--- src/design/single_source_shortest_path_defines.svh ---
// ----------------------------------------------------------------------------
// Shortest path engine assertion macros
// Shared wrappers for the concurrent checks of the shortest path block.
// ----------------------------------------------------------------------------
`ifndef SINGLE_SOURCE_SHORTEST_PATH_DEFINES_SVH
`define SINGLE_SOURCE_SHORTEST_PATH_DEFINES_SVH

// Generic clocked check, disabled while the active-low reset is asserted
`define SSP_ASSERT_CLK(label, clk, rstn, prop, msg) \
    label: assert property (@(posedge clk) disable iff (!rstn) prop) \
        else $error(msg);

// Check on the block clock and reset
`define SSP_ASSERT(label, prop, msg) `SSP_ASSERT_CLK(label, aclk, aresetn, prop, msg)

`endif

--- src/design/ssp_pkg.sv ---
// ----------------------------------------------------------------------------
// Shortest path package
// Field widths, stored word layouts and register map of the shortest path block.
// ----------------------------------------------------------------------------
package ssp_pkg;

    localparam int FIELD_NODE_W = 4;
    localparam int COST_W       = 16;
    localparam int DIST_W       = 20;
    localparam int CFG_DATA_W   = 32;
    localparam int APB_ADDR_W   = 3;

    // Bit 20 set in a stored distance means the node has not been reached
    localparam logic [DIST_W:0]   INF_MARK = {1'b1, {DIST_W{1'b0}}};
    localparam logic [DIST_W-1:0] DIST_SAT = {DIST_W{1'b1}};

    // Register index, taken from paddr[2]
    localparam logic REG_SOURCE_NODE = 1'b0;

    typedef struct packed {
        logic [FIELD_NODE_W-1:0] from_node;
        logic [FIELD_NODE_W-1:0] to_node;
        logic [COST_W-1:0]       cost;
    } edge_t;

    typedef struct packed {
        logic                    done;
        logic [DIST_W:0]         path_dist;
        logic [FIELD_NODE_W-1:0] parent;
    } node_t;

endpackage

--- src/design/ssp_ram.sv ---
// ----------------------------------------------------------------------------
// Shortest path RAM
// Single write port, single read port, registered read data.
// ----------------------------------------------------------------------------
module ssp_ram #(
    parameter int WIDTH  = 24,
    parameter int DEPTH  = 64,
    parameter int ADDR_W = 6
) (
    input  logic              aclk,
    input  logic              we,
    input  logic [ADDR_W-1:0] waddr,
    input  logic [WIDTH-1:0]  wdata,
    input  logic [ADDR_W-1:0] raddr,
    output logic [WIDTH-1:0]  rdata
);

    logic [WIDTH-1:0] mem [DEPTH];
    logic [WIDTH-1:0] rdata_reg;

    always_ff @(posedge aclk) begin
        if (we) begin
            mem[waddr] <= wdata;
        end
        rdata_reg <= mem[raddr];
    end

    assign rdata = rdata_reg;

endmodule

--- src/design/ssp_engine.sv ---
// ----------------------------------------------------------------------------
// Shortest path engine
// Edge loading, node table init, min-distance scan, edge relaxation and
// result readout, all by reads and writes on the edge and node RAMs.
// ----------------------------------------------------------------------------
`include "single_source_shortest_path_defines.svh"

module ssp_engine #(
    parameter int NODE_COUNT    = 16,
    parameter int EDGE_CAPACITY = 64,
    parameter int NODE_W        = $clog2(NODE_COUNT),
    parameter int EA_W          = (EDGE_CAPACITY > 1) ? $clog2(EDGE_CAPACITY) : 1
) (
    input  logic                               aclk,
    input  logic                               aresetn,
    input  logic [ssp_pkg::FIELD_NODE_W-1:0]   source_node,
    // edge input
    input  logic                               s_valid,
    output logic                               s_ready,
    input  logic [ssp_pkg::FIELD_NODE_W-1:0]   s_edge_from,
    input  logic [ssp_pkg::FIELD_NODE_W-1:0]   s_edge_to,
    input  logic [ssp_pkg::COST_W-1:0]         s_edge_weight,
    input  logic                               s_last_edge,
    // result output
    output logic                               m_valid,
    input  logic                               m_ready,
    output logic [ssp_pkg::FIELD_NODE_W-1:0]   m_node_index,
    output logic [ssp_pkg::DIST_W-1:0]         m_distance,
    output logic                               m_reachable,
    output logic [ssp_pkg::FIELD_NODE_W-1:0]   m_parent_node,
    output logic                               m_edges_dropped,
    output logic                               m_last_result,
    // edge RAM
    output logic                               edge_we,
    output logic [EA_W-1:0]                    edge_waddr,
    output ssp_pkg::edge_t                     edge_wdata,
    output logic [EA_W-1:0]                    edge_raddr,
    input  ssp_pkg::edge_t                     edge_rdata,
    // node RAM
    output logic                               node_we,
    output logic [NODE_W-1:0]                  node_waddr,
    output ssp_pkg::node_t                     node_wdata,
    output logic [NODE_W-1:0]                  node_raddr,
    input  ssp_pkg::node_t                     node_rdata
);

    localparam int NC_W  = $clog2(NODE_COUNT + 1);
    localparam int EC_W  = $clog2(EDGE_CAPACITY + 1);
    localparam int CMP_W = (NODE_W > ssp_pkg::FIELD_NODE_W) ? NODE_W : ssp_pkg::FIELD_NODE_W;

    typedef enum logic [8:0] {
        ST_IDLE  = 9'b000000001,
        ST_INIT  = 9'b000000010,
        ST_SCAN  = 9'b000000100,
        ST_PICK  = 9'b000001000,
        ST_ECHK  = 9'b000010000,
        ST_NCHK  = 9'b000100000,
        ST_ORD   = 9'b001000000,
        ST_OWAIT = 9'b010000000,
        ST_OHOLD = 9'b100000000
    } state_t;

    state_t                 state_reg, state_next;
    logic [NC_W-1:0]        idx_reg, idx_next;
    logic                   chk_vld_reg, chk_vld_next;
    logic [NODE_W-1:0]      chk_idx_reg, chk_idx_next;
    logic                   found_reg, found_next;
    logic [NODE_W-1:0]      pick_reg, pick_next;
    ssp_pkg::node_t         pick_word_reg, pick_word_next;
    logic [EC_W-1:0]        ec_reg, ec_next;
    logic [EC_W-1:0]        ei_reg, ei_next;
    logic                   ovf_reg, ovf_next;
    logic [NODE_W-1:0]      cur_to_reg, cur_to_next;
    logic [ssp_pkg::COST_W-1:0] cur_cost_reg, cur_cost_next;

    logic                   m_valid_reg, m_valid_next;
    logic [ssp_pkg::FIELD_NODE_W-1:0] m_node_index_reg, m_node_index_next;
    logic [ssp_pkg::DIST_W-1:0]       m_distance_reg, m_distance_next;
    logic                   m_reachable_reg, m_reachable_next;
    logic [ssp_pkg::FIELD_NODE_W-1:0] m_parent_node_reg, m_parent_node_next;
    logic                   m_edges_dropped_reg, m_edges_dropped_next;
    logic                   m_last_result_reg, m_last_result_next;

    logic                   src_ok;
    logic [NODE_W-1:0]      idx_node;
    logic                   last_idx;
    logic                   issue;
    logic                   eligible;
    logic                   edge_match;
    logic [EC_W-1:0]        ei_plus;
    logic [ssp_pkg::DIST_W:0]   sum_c;
    logic [ssp_pkg::DIST_W-1:0] cand_c;
    logic                   upd;
    logic                   reach;

    logic                   last_edge_taken;
    logic                   last_taken;
    logic                   store_clean;
    logic                   pick_hit;
    logic                   pick_open;

    assign src_ok   = 32'(source_node) < NODE_COUNT;
    assign idx_node = idx_reg[NODE_W-1:0];
    assign last_idx = idx_reg == NC_W'(NODE_COUNT - 1);
    assign issue    = idx_reg < NC_W'(NODE_COUNT);
    assign ei_plus  = ei_reg + 1'b1;

    assign eligible = !node_rdata.done && !node_rdata.path_dist[ssp_pkg::DIST_W] &&
                      (!found_reg || (node_rdata.path_dist < pick_word_reg.path_dist));

    assign edge_match = (CMP_W'(edge_rdata.from_node) == CMP_W'(pick_reg)) &&
                        (32'(edge_rdata.to_node) < NODE_COUNT);

    assign sum_c  = (ssp_pkg::DIST_W + 1)'(pick_word_reg.path_dist[ssp_pkg::DIST_W-1:0]) +
                    (ssp_pkg::DIST_W + 1)'(cur_cost_reg);
    assign cand_c = sum_c[ssp_pkg::DIST_W] ? ssp_pkg::DIST_SAT : sum_c[ssp_pkg::DIST_W-1:0];
    assign upd    = node_rdata.path_dist[ssp_pkg::DIST_W] ||
                    ({1'b0, cand_c} < node_rdata.path_dist);
    assign reach  = !node_rdata.path_dist[ssp_pkg::DIST_W];

    always_comb begin
        state_next           = state_reg;
        idx_next             = idx_reg;
        chk_vld_next         = chk_vld_reg;
        chk_idx_next         = chk_idx_reg;
        found_next           = found_reg;
        pick_next            = pick_reg;
        pick_word_next       = pick_word_reg;
        ec_next              = ec_reg;
        ei_next              = ei_reg;
        ovf_next             = ovf_reg;
        cur_to_next          = cur_to_reg;
        cur_cost_next        = cur_cost_reg;
        m_valid_next         = m_valid_reg;
        m_node_index_next    = m_node_index_reg;
        m_distance_next      = m_distance_reg;
        m_reachable_next     = m_reachable_reg;
        m_parent_node_next   = m_parent_node_reg;
        m_edges_dropped_next = m_edges_dropped_reg;
        m_last_result_next   = m_last_result_reg;

        s_ready    = 1'b0;
        edge_we    = 1'b0;
        edge_waddr = ec_reg[EA_W-1:0];
        edge_wdata = '{from_node: s_edge_from, to_node: s_edge_to, cost: s_edge_weight};
        edge_raddr = '0;
        node_we    = 1'b0;
        node_waddr = idx_node;
        node_wdata = '0;
        node_raddr = '0;

        case (state_reg)
            ST_IDLE: begin
                s_ready = 1'b1;
                if (s_valid) begin
                    if (ec_reg < EC_W'(EDGE_CAPACITY)) begin
                        edge_we = 1'b1;
                        ec_next = ec_reg + 1'b1;
                    end else begin
                        ovf_next = 1'b1;
                    end
                    if (s_last_edge) begin
                        idx_next   = '0;
                        state_next = ST_INIT;
                    end
                end
            end

            ST_INIT: begin
                node_we = 1'b1;
                if (src_ok && (CMP_W'(source_node) == CMP_W'(idx_node))) begin
                    node_wdata = '{done: 1'b0, path_dist: '0, parent: source_node};
                end else begin
                    node_wdata = '{done: 1'b0, path_dist: ssp_pkg::INF_MARK, parent: '0};
                end
                if (last_idx) begin
                    idx_next     = '0;
                    chk_vld_next = 1'b0;
                    found_next   = 1'b0;
                    state_next   = ST_SCAN;
                end else begin
                    idx_next = idx_reg + 1'b1;
                end
            end

            // Stream node reads; judge each one in the cycle after its read
            ST_SCAN: begin
                chk_vld_next = issue;
                chk_idx_next = idx_node;
                if (issue) begin
                    node_raddr = idx_node;
                    idx_next   = idx_reg + 1'b1;
                end
                if (chk_vld_reg && eligible) begin
                    found_next     = 1'b1;
                    pick_next      = chk_idx_reg;
                    pick_word_next = node_rdata;
                end
                if (!issue && !chk_vld_reg) begin
                    state_next = ST_PICK;
                end
            end

            ST_PICK: begin
                if (found_reg) begin
                    node_we    = 1'b1;
                    node_waddr = pick_reg;
                    node_wdata = '{done: 1'b1, path_dist: pick_word_reg.path_dist,
                                   parent: pick_word_reg.parent};
                    if (ec_reg != '0) begin
                        ei_next    = '0;
                        edge_raddr = '0;
                        state_next = ST_ECHK;
                    end else begin
                        idx_next   = '0;
                        found_next = 1'b0;
                        state_next = ST_SCAN;
                    end
                end else begin
                    idx_next   = '0;
                    state_next = ST_ORD;
                end
            end

            ST_ECHK: begin
                cur_to_next   = NODE_W'(edge_rdata.to_node);
                cur_cost_next = edge_rdata.cost;
                if (edge_match) begin
                    node_raddr = NODE_W'(edge_rdata.to_node);
                    state_next = ST_NCHK;
                end else if (ei_plus < ec_reg) begin
                    ei_next    = ei_plus;
                    edge_raddr = ei_plus[EA_W-1:0];
                end else begin
                    idx_next   = '0;
                    found_next = 1'b0;
                    state_next = ST_SCAN;
                end
            end

            // Relax one edge; the write lands before the next node read
            ST_NCHK: begin
                if (upd) begin
                    node_we    = 1'b1;
                    node_waddr = cur_to_reg;
                    node_wdata = '{done: node_rdata.done, path_dist: {1'b0, cand_c},
                                   parent: ssp_pkg::FIELD_NODE_W'(pick_reg)};
                end
                if (ei_plus < ec_reg) begin
                    ei_next    = ei_plus;
                    edge_raddr = ei_plus[EA_W-1:0];
                    state_next = ST_ECHK;
                end else begin
                    idx_next   = '0;
                    found_next = 1'b0;
                    state_next = ST_SCAN;
                end
            end

            ST_ORD: begin
                node_raddr = idx_node;
                state_next = ST_OWAIT;
            end

            ST_OWAIT: begin
                m_valid_next         = 1'b1;
                m_node_index_next    = ssp_pkg::FIELD_NODE_W'(idx_node);
                m_distance_next      = reach ? node_rdata.path_dist[ssp_pkg::DIST_W-1:0] : '0;
                m_reachable_next     = reach;
                m_parent_node_next   = reach ? node_rdata.parent : '0;
                m_edges_dropped_next = ovf_reg;
                m_last_result_next   = last_idx;
                state_next           = ST_OHOLD;
            end

            ST_OHOLD: begin
                if (m_ready) begin
                    m_valid_next = 1'b0;
                    if (last_idx) begin
                        ec_next    = '0;
                        ovf_next   = 1'b0;
                        state_next = ST_IDLE;
                    end else begin
                        idx_next   = idx_reg + 1'b1;
                        state_next = ST_ORD;
                    end
                end
            end

            default: begin
                state_next = ST_IDLE;
            end
        endcase
    end

    always_ff @(posedge aclk) begin
        if (!aresetn) begin
            state_reg   <= ST_IDLE;
            idx_reg     <= '0;
            chk_vld_reg <= 1'b0;
            found_reg   <= 1'b0;
            ec_reg      <= '0;
            ei_reg      <= '0;
            ovf_reg     <= 1'b0;
            m_valid_reg <= 1'b0;
        end else begin
            state_reg   <= state_next;
            idx_reg     <= idx_next;
            chk_vld_reg <= chk_vld_next;
            found_reg   <= found_next;
            ec_reg      <= ec_next;
            ei_reg      <= ei_next;
            ovf_reg     <= ovf_next;
            m_valid_reg <= m_valid_next;
        end
    end

    always_ff @(posedge aclk) begin
        chk_idx_reg         <= chk_idx_next;
        pick_reg            <= pick_next;
        pick_word_reg       <= pick_word_next;
        cur_to_reg          <= cur_to_next;
        cur_cost_reg        <= cur_cost_next;
        m_node_index_reg    <= m_node_index_next;
        m_distance_reg      <= m_distance_next;
        m_reachable_reg     <= m_reachable_next;
        m_parent_node_reg   <= m_parent_node_next;
        m_edges_dropped_reg <= m_edges_dropped_next;
        m_last_result_reg   <= m_last_result_next;
    end

    assign m_valid         = m_valid_reg;
    assign m_node_index    = m_node_index_reg;
    assign m_distance      = m_distance_reg;
    assign m_reachable     = m_reachable_reg;
    assign m_parent_node   = m_parent_node_reg;
    assign m_edges_dropped = m_edges_dropped_reg;
    assign m_last_result   = m_last_result_reg;

    assign last_edge_taken = s_valid && s_ready && s_last_edge;
    assign last_taken      = m_valid && m_ready && m_last_result;
    assign store_clean     = s_ready && (ec_reg == '0) && !ovf_reg;
    assign pick_hit        = (state_reg == ST_PICK) && found_reg;
    assign pick_open       = !pick_word_reg.path_dist[ssp_pkg::DIST_W] && !pick_word_reg.done;

    `SSP_ASSERT(a_hold_in_search, last_edge_taken |=> !s_ready, "request taken during search")
    `SSP_ASSERT(a_clean_after_last, last_taken |=> store_clean, "store not emptied")
    `SSP_ASSERT(a_edge_count_bound, ec_reg <= EC_W'(EDGE_CAPACITY), "edge count overrun")
    `SSP_ASSERT(a_pick_open_finite, pick_hit |-> pick_open, "picked node done or unreached")
    `SSP_ASSERT(a_relax_range, (state_reg == ST_ECHK) |-> (ei_reg < ec_reg), "relax index overrun")

endmodule

--- src/design/single_source_shortest_path.sv ---
// ----------------------------------------------------------------------------
// Single source shortest path
// Stores directed weighted edges, runs Dijkstra from a configured source on
// the last edge, then reports distance, parent and reachability per node.
// ----------------------------------------------------------------------------
//
//   Channel  Dir  Handshake             Payload
//   s_       in   s_valid / s_ready     edge_from, edge_to, edge_weight, last_edge
//   m_       out  m_valid / m_ready     node_index, distance, reachable,
//                                       parent_node, edges_dropped, last_result
//   apb      in   psel/penable/pready   source_node at byte address 0
//
// Edge loading takes one request per cycle while the engine is idle; the edge RAM write port sets it.
// A search runs a node table init, then per settled node a scan and pick and
// a pass over the stored edges that reads the node at the far end of each edge
// leaving that node, then a closing scan and pick; each result is then read
// through the node RAM port and held until it is taken.
// Reset is synchronous, active low; it empties the edge store and clears
// the overflow flag. The input is held off from the last edge until the last
// result is taken; a stalled result holds the engine.
//
module single_source_shortest_path #(
    parameter int NODE_COUNT    = 16,
    parameter int EDGE_CAPACITY = 64
) (
    input  logic                                aclk,
    input  logic                                aresetn,
    // configuration
    input  logic                                psel,
    input  logic                                penable,
    input  logic                                pwrite,
    input  logic [ssp_pkg::APB_ADDR_W-1:0]      paddr,
    input  logic [ssp_pkg::CFG_DATA_W-1:0]      pwdata,
    output logic [ssp_pkg::CFG_DATA_W-1:0]      prdata,
    output logic                                pready,
    // edge input
    input  logic                                s_valid,
    output logic                                s_ready,
    input  logic [ssp_pkg::FIELD_NODE_W-1:0]    s_edge_from,
    input  logic [ssp_pkg::FIELD_NODE_W-1:0]    s_edge_to,
    input  logic [ssp_pkg::COST_W-1:0]          s_edge_weight,
    input  logic                                s_last_edge,
    // result output
    output logic                                m_valid,
    input  logic                                m_ready,
    output logic [ssp_pkg::FIELD_NODE_W-1:0]    m_node_index,
    output logic [ssp_pkg::DIST_W-1:0]          m_distance,
    output logic                                m_reachable,
    output logic [ssp_pkg::FIELD_NODE_W-1:0]    m_parent_node,
    output logic                                m_edges_dropped,
    output logic                                m_last_result
);

    localparam int NODE_W = $clog2(NODE_COUNT);
    localparam int EA_W   = (EDGE_CAPACITY > 1) ? $clog2(EDGE_CAPACITY) : 1;
    localparam int EDGE_WORD_W = $bits(ssp_pkg::edge_t);
    localparam int NODE_WORD_W = $bits(ssp_pkg::node_t);

    logic [ssp_pkg::FIELD_NODE_W-1:0] source_node_reg, source_node_next;
    logic                             reg_hit;

    logic              edge_we;
    logic [EA_W-1:0]   edge_waddr;
    ssp_pkg::edge_t    edge_wdata;
    logic [EA_W-1:0]   edge_raddr;
    ssp_pkg::edge_t    edge_rdata;
    logic [EDGE_WORD_W-1:0] edge_rword;

    logic              node_we;
    logic [NODE_W-1:0] node_waddr;
    ssp_pkg::node_t    node_wdata;
    logic [NODE_W-1:0] node_raddr;
    ssp_pkg::node_t    node_rdata;
    logic [NODE_WORD_W-1:0] node_rword;

    // Register index sits at paddr[2]; low bits are the byte offset
    assign reg_hit = paddr[2] == ssp_pkg::REG_SOURCE_NODE;
    assign pready  = 1'b1;

    always_comb begin
        source_node_next = source_node_reg;
        if (psel && penable && pwrite && reg_hit) begin
            source_node_next = pwdata[ssp_pkg::FIELD_NODE_W-1:0];
        end
    end

    always_ff @(posedge aclk) begin
        if (!aresetn) begin
            source_node_reg <= '0;
        end else begin
            source_node_reg <= source_node_next;
        end
    end

    assign prdata = reg_hit ? ssp_pkg::CFG_DATA_W'(source_node_reg) : '0;

    assign edge_rdata = ssp_pkg::edge_t'(edge_rword);
    assign node_rdata = ssp_pkg::node_t'(node_rword);

    ssp_ram #(
        .WIDTH  (EDGE_WORD_W),
        .DEPTH  (EDGE_CAPACITY),
        .ADDR_W (EA_W)
    ) u_edge_ram (
        .aclk  (aclk),
        .we    (edge_we),
        .waddr (edge_waddr),
        .wdata (edge_wdata),
        .raddr (edge_raddr),
        .rdata (edge_rword)
    );

    ssp_ram #(
        .WIDTH  (NODE_WORD_W),
        .DEPTH  (NODE_COUNT),
        .ADDR_W (NODE_W)
    ) u_node_ram (
        .aclk  (aclk),
        .we    (node_we),
        .waddr (node_waddr),
        .wdata (node_wdata),
        .raddr (node_raddr),
        .rdata (node_rword)
    );

    ssp_engine #(
        .NODE_COUNT    (NODE_COUNT),
        .EDGE_CAPACITY (EDGE_CAPACITY),
        .NODE_W        (NODE_W),
        .EA_W          (EA_W)
    ) u_engine (
        .aclk            (aclk),
        .aresetn         (aresetn),
        .source_node     (source_node_reg),
        .s_valid         (s_valid),
        .s_ready         (s_ready),
        .s_edge_from     (s_edge_from),
        .s_edge_to       (s_edge_to),
        .s_edge_weight   (s_edge_weight),
        .s_last_edge     (s_last_edge),
        .m_valid         (m_valid),
        .m_ready         (m_ready),
        .m_node_index    (m_node_index),
        .m_distance      (m_distance),
        .m_reachable     (m_reachable),
        .m_parent_node   (m_parent_node),
        .m_edges_dropped (m_edges_dropped),
        .m_last_result   (m_last_result),
        .edge_we         (edge_we),
        .edge_waddr      (edge_waddr),
        .edge_wdata      (edge_wdata),
        .edge_raddr      (edge_raddr),
        .edge_rdata      (edge_rdata),
        .node_we         (node_we),
        .node_waddr      (node_waddr),
        .node_wdata      (node_wdata),
        .node_raddr      (node_raddr),
        .node_rdata      (node_rdata)
    );

endmodule

--- config.mk ---
export PLATFORM = sky130hd
export DESIGN_NAME = single_source_shortest_path
export DESIGN_NICKNAME = d
export VERILOG_FILES = /design/src/design/ssp_pkg.sv /design/src/design/ssp_ram.sv /design/src/design/ssp_engine.sv /design/src/design/single_source_shortest_path.sv
export VERILOG_INCLUDE_DIRS = /design/src /design/src/design
export SDC_FILE = /design/constraint.sdc
export NUM_CORES = 2
export LEC_CHECK = 0
export BUFFER_PORTS_ARGS = -buffer_cell sky130_fd_sc_hd__buf_2
export CAP_MARGIN = 20
export CORE_ASPECT_RATIO = 0.6
export CORE_MARGIN = 1
export CORE_UTILIZATION = 35
export DETAILED_ROUTE_END_ITERATION = 8
export RECOVER_POWER = 25
export SYNTH_ARGS = -nofsm -noshare
export SYNTH_HDL_FRONTEND = slang
export SYNTH_HIERARCHICAL = 1
export SYNTH_SLANG_ARGS = --single-unit
--- constraint.sdc ---
create_clock -name aclk -period 8.8 [get_ports aclk]
set_clock_uncertainty 0.2 [all_clocks]
set_input_delay 1.32 -clock aclk [delete_from_list [all_inputs] [get_ports aclk]]
set_output_delay 1.32 -clock aclk [all_outputs]
set_load 0.05 [all_outputs]
* Yosys cells after proc, flatten, opt, wreduce, memory -nomap -nowiden
Memory sizes are Yosys's and may differ from the RTL's. A register that Yosys moved wholly into a read port is not among the register bits. Cells that the tools add are included. Widths: inputs -> output; s select.
Cells by class: $add $sub $neg 4, multipliers 0, div/mod/pow operators 0, $lt $le $gt $ge 5, equal/unequal tests 28, shifts and indexed selects 0, muxes and demuxes 73, bitwise logic cells 1, reduce and logical (&&, ||, !) cells 30
Operators by type and width (count):
- $pmux 9 s9 | 1
- $pmux 26 s3 | 1
- $mux 7 | 10
- $mux 9 | 7
- $mux 5 | 12
- $mux 26 | 2
- $pmux 5 s7 | 1
- $mux 25 | 1
- $add 20x16->21 | 1
- $lt 20x21->1 | 1
- $lt 21x21->1 | 1
- $pmux 7 s3 | 1
- $mux 1 | 20
- $mux 20 | 1
- $mux 4 | 5
- $ne 2x1->1 const B | 8
- $add 7x1->7 const B | 2
- $pmux 7 s2 | 1
- $reduce_bool 7->1 | 2
- $mux 6 | 2
- $ne 2x2->1 const B | 6
- $pmux 4 s3 | 1
- $pmux 6 s2 | 1
- $reduce_and 5->1 | 2
- 32 further kinds | 51
Word-level totals: flip-flop bits (word level) 120, latch bits 0, RAM bits 1952, memory bits (read-only) 0, bits of input ports 67, output and inout port bits 66, logic and storage cells 164, memories 2
Memories:
- u_edge_ram.mem | depth 64, bits a word 24, read ports 1, clocked after Yosys merged registers in 1, write ports 1, line ssp_ram.sv:18 | logic [WIDTH-1:0] mem [DEPTH];
- u_node_ram.mem | depth 16, bits a word 26, read ports 1, clocked after Yosys merged registers in 1, write ports 1, line ssp_ram.sv:18

* Longest topological paths before layout
depth after elaboration 8, gate-level depth with buffers 22, mapped depth without buffers 21

* Hierarchy
Netlist, hierarchy kept.
Modules (own cells, without submodules):
- ssp_ram at u_edge_ram | times used 1, cells an instance 2674, area an instance 59319.4 µm²
- ssp_ram at u_node_ram | times used 1, cells an instance 686, area an instance 16377.0 µm²
- ssp_engine | times used 1, cells an instance 733, area an instance 7210.7 µm²
- single_source_shortest_path | times used 1, cells an instance 54, area an instance 429.2 µm²

* Worst setup path before layout
No wires, ideal clock.
kind reg-to-reg, start point register u_engine/pick_word_reg[4] (netlist bit), end point memory u_node_ram/mem[0][0] (netlist bit) (enable), arrival 6.465 ns, path slack 1.693 ns, cell stages (with the launch flop) 22, path buffers 2, period minus slack after synthesis 7.107 ns, cell sequence edfxtp_1 > ha_1 > fa_1 > a21o_1 > a21oi_1 > o311a_1 > o211a_1 > nor2_1 > a21oi_2 > nand2b_1 > buf_2 > nand2_1 > ha_1 > nand4_1 > nor3_1 > o21ai_0 > o221ai_1 > a31o_2 > buf_2 > o221ai_1 > or3b_2 > nor3_1
RTL lines:
- start: declaration | line ssp_engine.sv:69 | ssp_pkg::node_t pick_word_reg, pick_word_next;
- start signal: assignment | line ssp_engine.sv:321 | pick_word_reg <= pick_word_next;
- $add 20x16->21 | line ssp_engine.sv:114 | assign sum_c = (ssp_pkg::DIST_W + 1)'(pick_word_reg.path_dist[ssp_pkg::DIST_W-1:0]) +
- $mux 20 | line ssp_engine.sv:116 | assign cand_c = sum_c[ssp_pkg::DIST_W] ? ssp_pkg::DIST_SAT : sum_c[ssp_pkg::DIST_W-1:0];
- $lt 20x21->1 | line ssp_engine.sv:118 | ({1'b0, cand_c} < node_rdata.path_dist);
- $logic_or 1x1->1 | line ssp_engine.sv:117 | assign upd = node_rdata.path_dist[ssp_pkg::DIST_W] ||
- $mux 4 | line ssp_engine.sv:243 | if (upd) begin
- $pmux 4 s2 | line ssp_engine.sv:152 | case (state_reg)
- net node_waddr[2] | line single_source_shortest_path.sv:70 | logic [NODE_W-1:0] node_waddr;
- end: declaration | line ssp_ram.sv:18
The timed path passes the listed nets, and every way through them passes these cells.

* Final worst setup path
start point register u_engine/pick_word_reg[4] (netlist bit), end point memory u_node_ram/mem[7][6] (netlist bit) (enable)
Same word-level chain as after synthesis.

==> out/results.ini <==
[run_status]
status=complete, but fails checks
violations=capacitance limit, slew limit

[drt]
drt-total-wl_um=204900
drc=0
drt_iter0_drc=4893
post_drt_wl_per_cell_um=26.78
via_per_inst=5.465
antenna_left=0
dr.pass1.iters=6
num_vias=41810

[cells_and_area]
largest_register_ffs=1536
nFillCells=20900
syn_to_final_growth_pct=13.08
fin_nets=4477
final_util=0.3989
final_cell_area_um2=94230
final_common_cell=edfxtp_1
drive_gt1_frac=0.2316
final_cell_mix=edfxtp_1 (2,036), mux4_2 (404), clkbuf_16 (203)

[worst_setup_path]
reg2reg_slack_ns=1.14
cpMaxStageDelayCell=nor2_4
path_cells=ha_1 -> fa_1 -> a21o_1 -> a21oi_1 -> o311a_1 -> o211a_1 -> nor2_1 -> a21oi_2 -> nand2b_1 -> nand2_1 -> ha_1 -> nand4_1 -> nor3_1 -> o21ai_0 -> o221ai_1 -> a31o_2 -> nand3_1 -> o221ai_1 -> nand2_1 -> nor2_4 -> buf_4
path_class=reg2reg
slowest_delay_ns=0.92
crit_path_end_kind=flip-flop
reg2reg_from=u_engine/pick_word_reg[4]
required_ns=9.11
r2r_cells=21
critPathArrivalTime_ns=7.97
critPathMaxFanout=20
rr_endpoint=u_node_ram/mem[7][6]
crit_start=u_engine/pick_word_reg[4]
cp-start-kind=flip-flop

[grt]
grt_max_degree=105
antenna_found_initial=7
grt_pass1_wl_um=293600
grt-ovfl-total=0
grt_pass1_vias=40480
track_usage=0.1673

[floorplan]
die_h_um=380.0
core_area_um2=236200
die-area_um2=240100
die_x_um=632.0
start_util=0.3528
ioPinCount=133
rows=138

[place]
port_buffers=73
place_congestion=0.8163
dpl-instance-area_um2=87760
hpwlAfterDp_um=124300

[timing]
period_minus_slack_ns=7.665
rsz0062_at_grt=no
drv_slew=1544
finalCritPeriodShare=0.8710
setup_violations=0
hold_violations=0
relSlewSlack=-1.166
fmaxAchievable_mhz=130.5
whs_ns=0.1774
worst_pin_slew_ns=3.249
tns_ns=0

[worst_hold_path]
hold_depth=0
min_to=u_engine/cur_to_reg[1]
hold_path.class=reg2reg
hp-start=u_edge_ram/rdata[17]

[cts]
htree_levels=4
clk_latency_ns=0.84
clockBufferDepth=4
cts_hold_buf=0
post-cts-setup-buffers=0
cts_resized=0
clock_sinks=2122
path_clk_slew_ns=0.07
cts_made_buffers=200
root_buffer=clkbuf_16
cts_tree=built

[yosys]
ys_warn_count=6
syn_area_um2=83340
netlist-cell-type-count=81
synthArstFlopShare=0
synth_edf_count=2036
synth-main-ff-cell=edfxtp_1
syn_area_per_cell_um2=20.10
ys_seq_area_frac=0.7543
synth_cells=4147
ys_ff_latch=2122

[flow_run]
cap_violations=28

[pwr]
power.density_nw_per_um2=216.9
p_leak_nw=27.94
ir_drop_uv=141.3

synthesized netlist by cell type (7+ instances only):
master    number  area (um2)
buf_12         7       140.1
xor2_1         7       61.31
nand4_1       25       156.4
nor2b_1       36       225.2
nand2b_1      13       81.33
or2_2          7       43.79
mux2_2        28       315.3
a21oi_1       45       225.2
buf_1         16       60.06
or3_1         14       87.58
and2_1        12       75.07
edfxtp_1    2036       61140
o21ai_1       17       85.08
nand3_1       43       215.2
o221ai_1       7       61.31
mux4_2       404        9099
nor2_1       176       660.6
nand2_1      172       645.6
o21ai_0       37       185.2
xnor2_1       24       210.2
buf_4         78       585.6
a21o_1        15       112.6
o21a_1        17       127.6
a22oi_1       95       713.2
a22o_1        20       175.2
mux2i_1      126        1261
nor3_1        24       120.1
buf_6         21       236.5
inv_1         64       240.2
ha_1          67       838.3
nand3b_1       8       60.06
clkbuf_1      87       326.6
o22ai_1       46       287.8
dfxtp_1       86        1722
a221oi_1      59       516.8
buf_2         53       265.3
a32oi_1       11       96.34
a31oi_1       14       87.58
o221a_2       11       123.9
mux4_1        36       945.9
area by class of cell:
| class | count | area, um2 | area share |
|---|---|---|---|
| Multi-Input combinational cell | 1724 | 19120 | 0.2029 |
| Clock buffer | 246 | 5301 | 0.05626 |
| Sequential cell | 2122 | 62860 | 0.6671 |
| Timing Repair Buffer | 229 | 1643 | 0.01743 |
| Antenna cell | 1 | 2.502 | 0.00002656 |
| Tap cell | 3150 | 3941 | 0.04182 |
| Clock inverter | 113 | 1124 | 0.01192 |
| Inverter | 65 | 244.0 | 0.002589 |
through the flow:
stage | setup slack, ns | instances | power, mW
after floorplan | 1.693 | 4174 | 11.79
after global placement | 1.448 | 7270 | 12.05
after detailed placement | 1.442 | 7275 | 12.07
after CTS | 1.373 | 7634 | 20.60
after global routing | 0.7725 | 7649 | 21.03
final | 1.135 | 7650 | 20.44
power breakdown:
group,internal (mW),switching [mW],total [mW]
Sequential,11.2,0.0632,11.2
Clock,4.92,3.66,8.57
Combinational,0.166,0.479,0.646
per-layer routing:
layer | up-vias | track usage | wire [um] | share of wire
li1 | 17420 | - | - | -
met1 | 22370 | 0.2677 | 96190 | 0.47
met2 | 1786 | 0.2318 | 86140 | 0.42
met3 | 227 | 0.03850 | 19440 | 0.095
met4 | 6 | 0.03057 | 3088 | 0.015
met5 | - | 0 | 32 | 0.00016
worst max path at each step:
stage | to | slack (ns) | depth (start not counted)
floorplan | u_node_ram/mem[0][0] | 1.69 | 21
global placement | u_node_ram/mem[3][6] | 1.45 | 20
detailed placement | u_node_ram/mem[2][6] | 1.44 | 20
CTS | u_node_ram/mem[2][6] | 1.37 | 20
global route | u_node_ram/mem[7][6] | 0.77 | 21
finish | u_node_ram/mem[7][6] | 1.14 | 21
logic make-up (layout without fill, tap and decap cells):
group,count (synthesis),after routing,synth area share
buf+inv,328,653,0.02236
compound gates,438,438,0.03817
mux,594,594,0.1394
xor+xnor,31,31,0.003258
simple gates,564,564,0.03208
other cells,2,30,0.00009012
fa+ha+maj,68,68,0.01030
flops,2122,2122,0.7543
worst max-delay path: cells and delay by family (launching register included):
family          cells  cell delay [ns]
compound gates      9             2.50
fa+ha+maj           3             1.07
buf+inv             1             0.28
flops               1             0.42
simple gates        8             2.79
No activity file was read; power rests on OpenSTA's default activity.
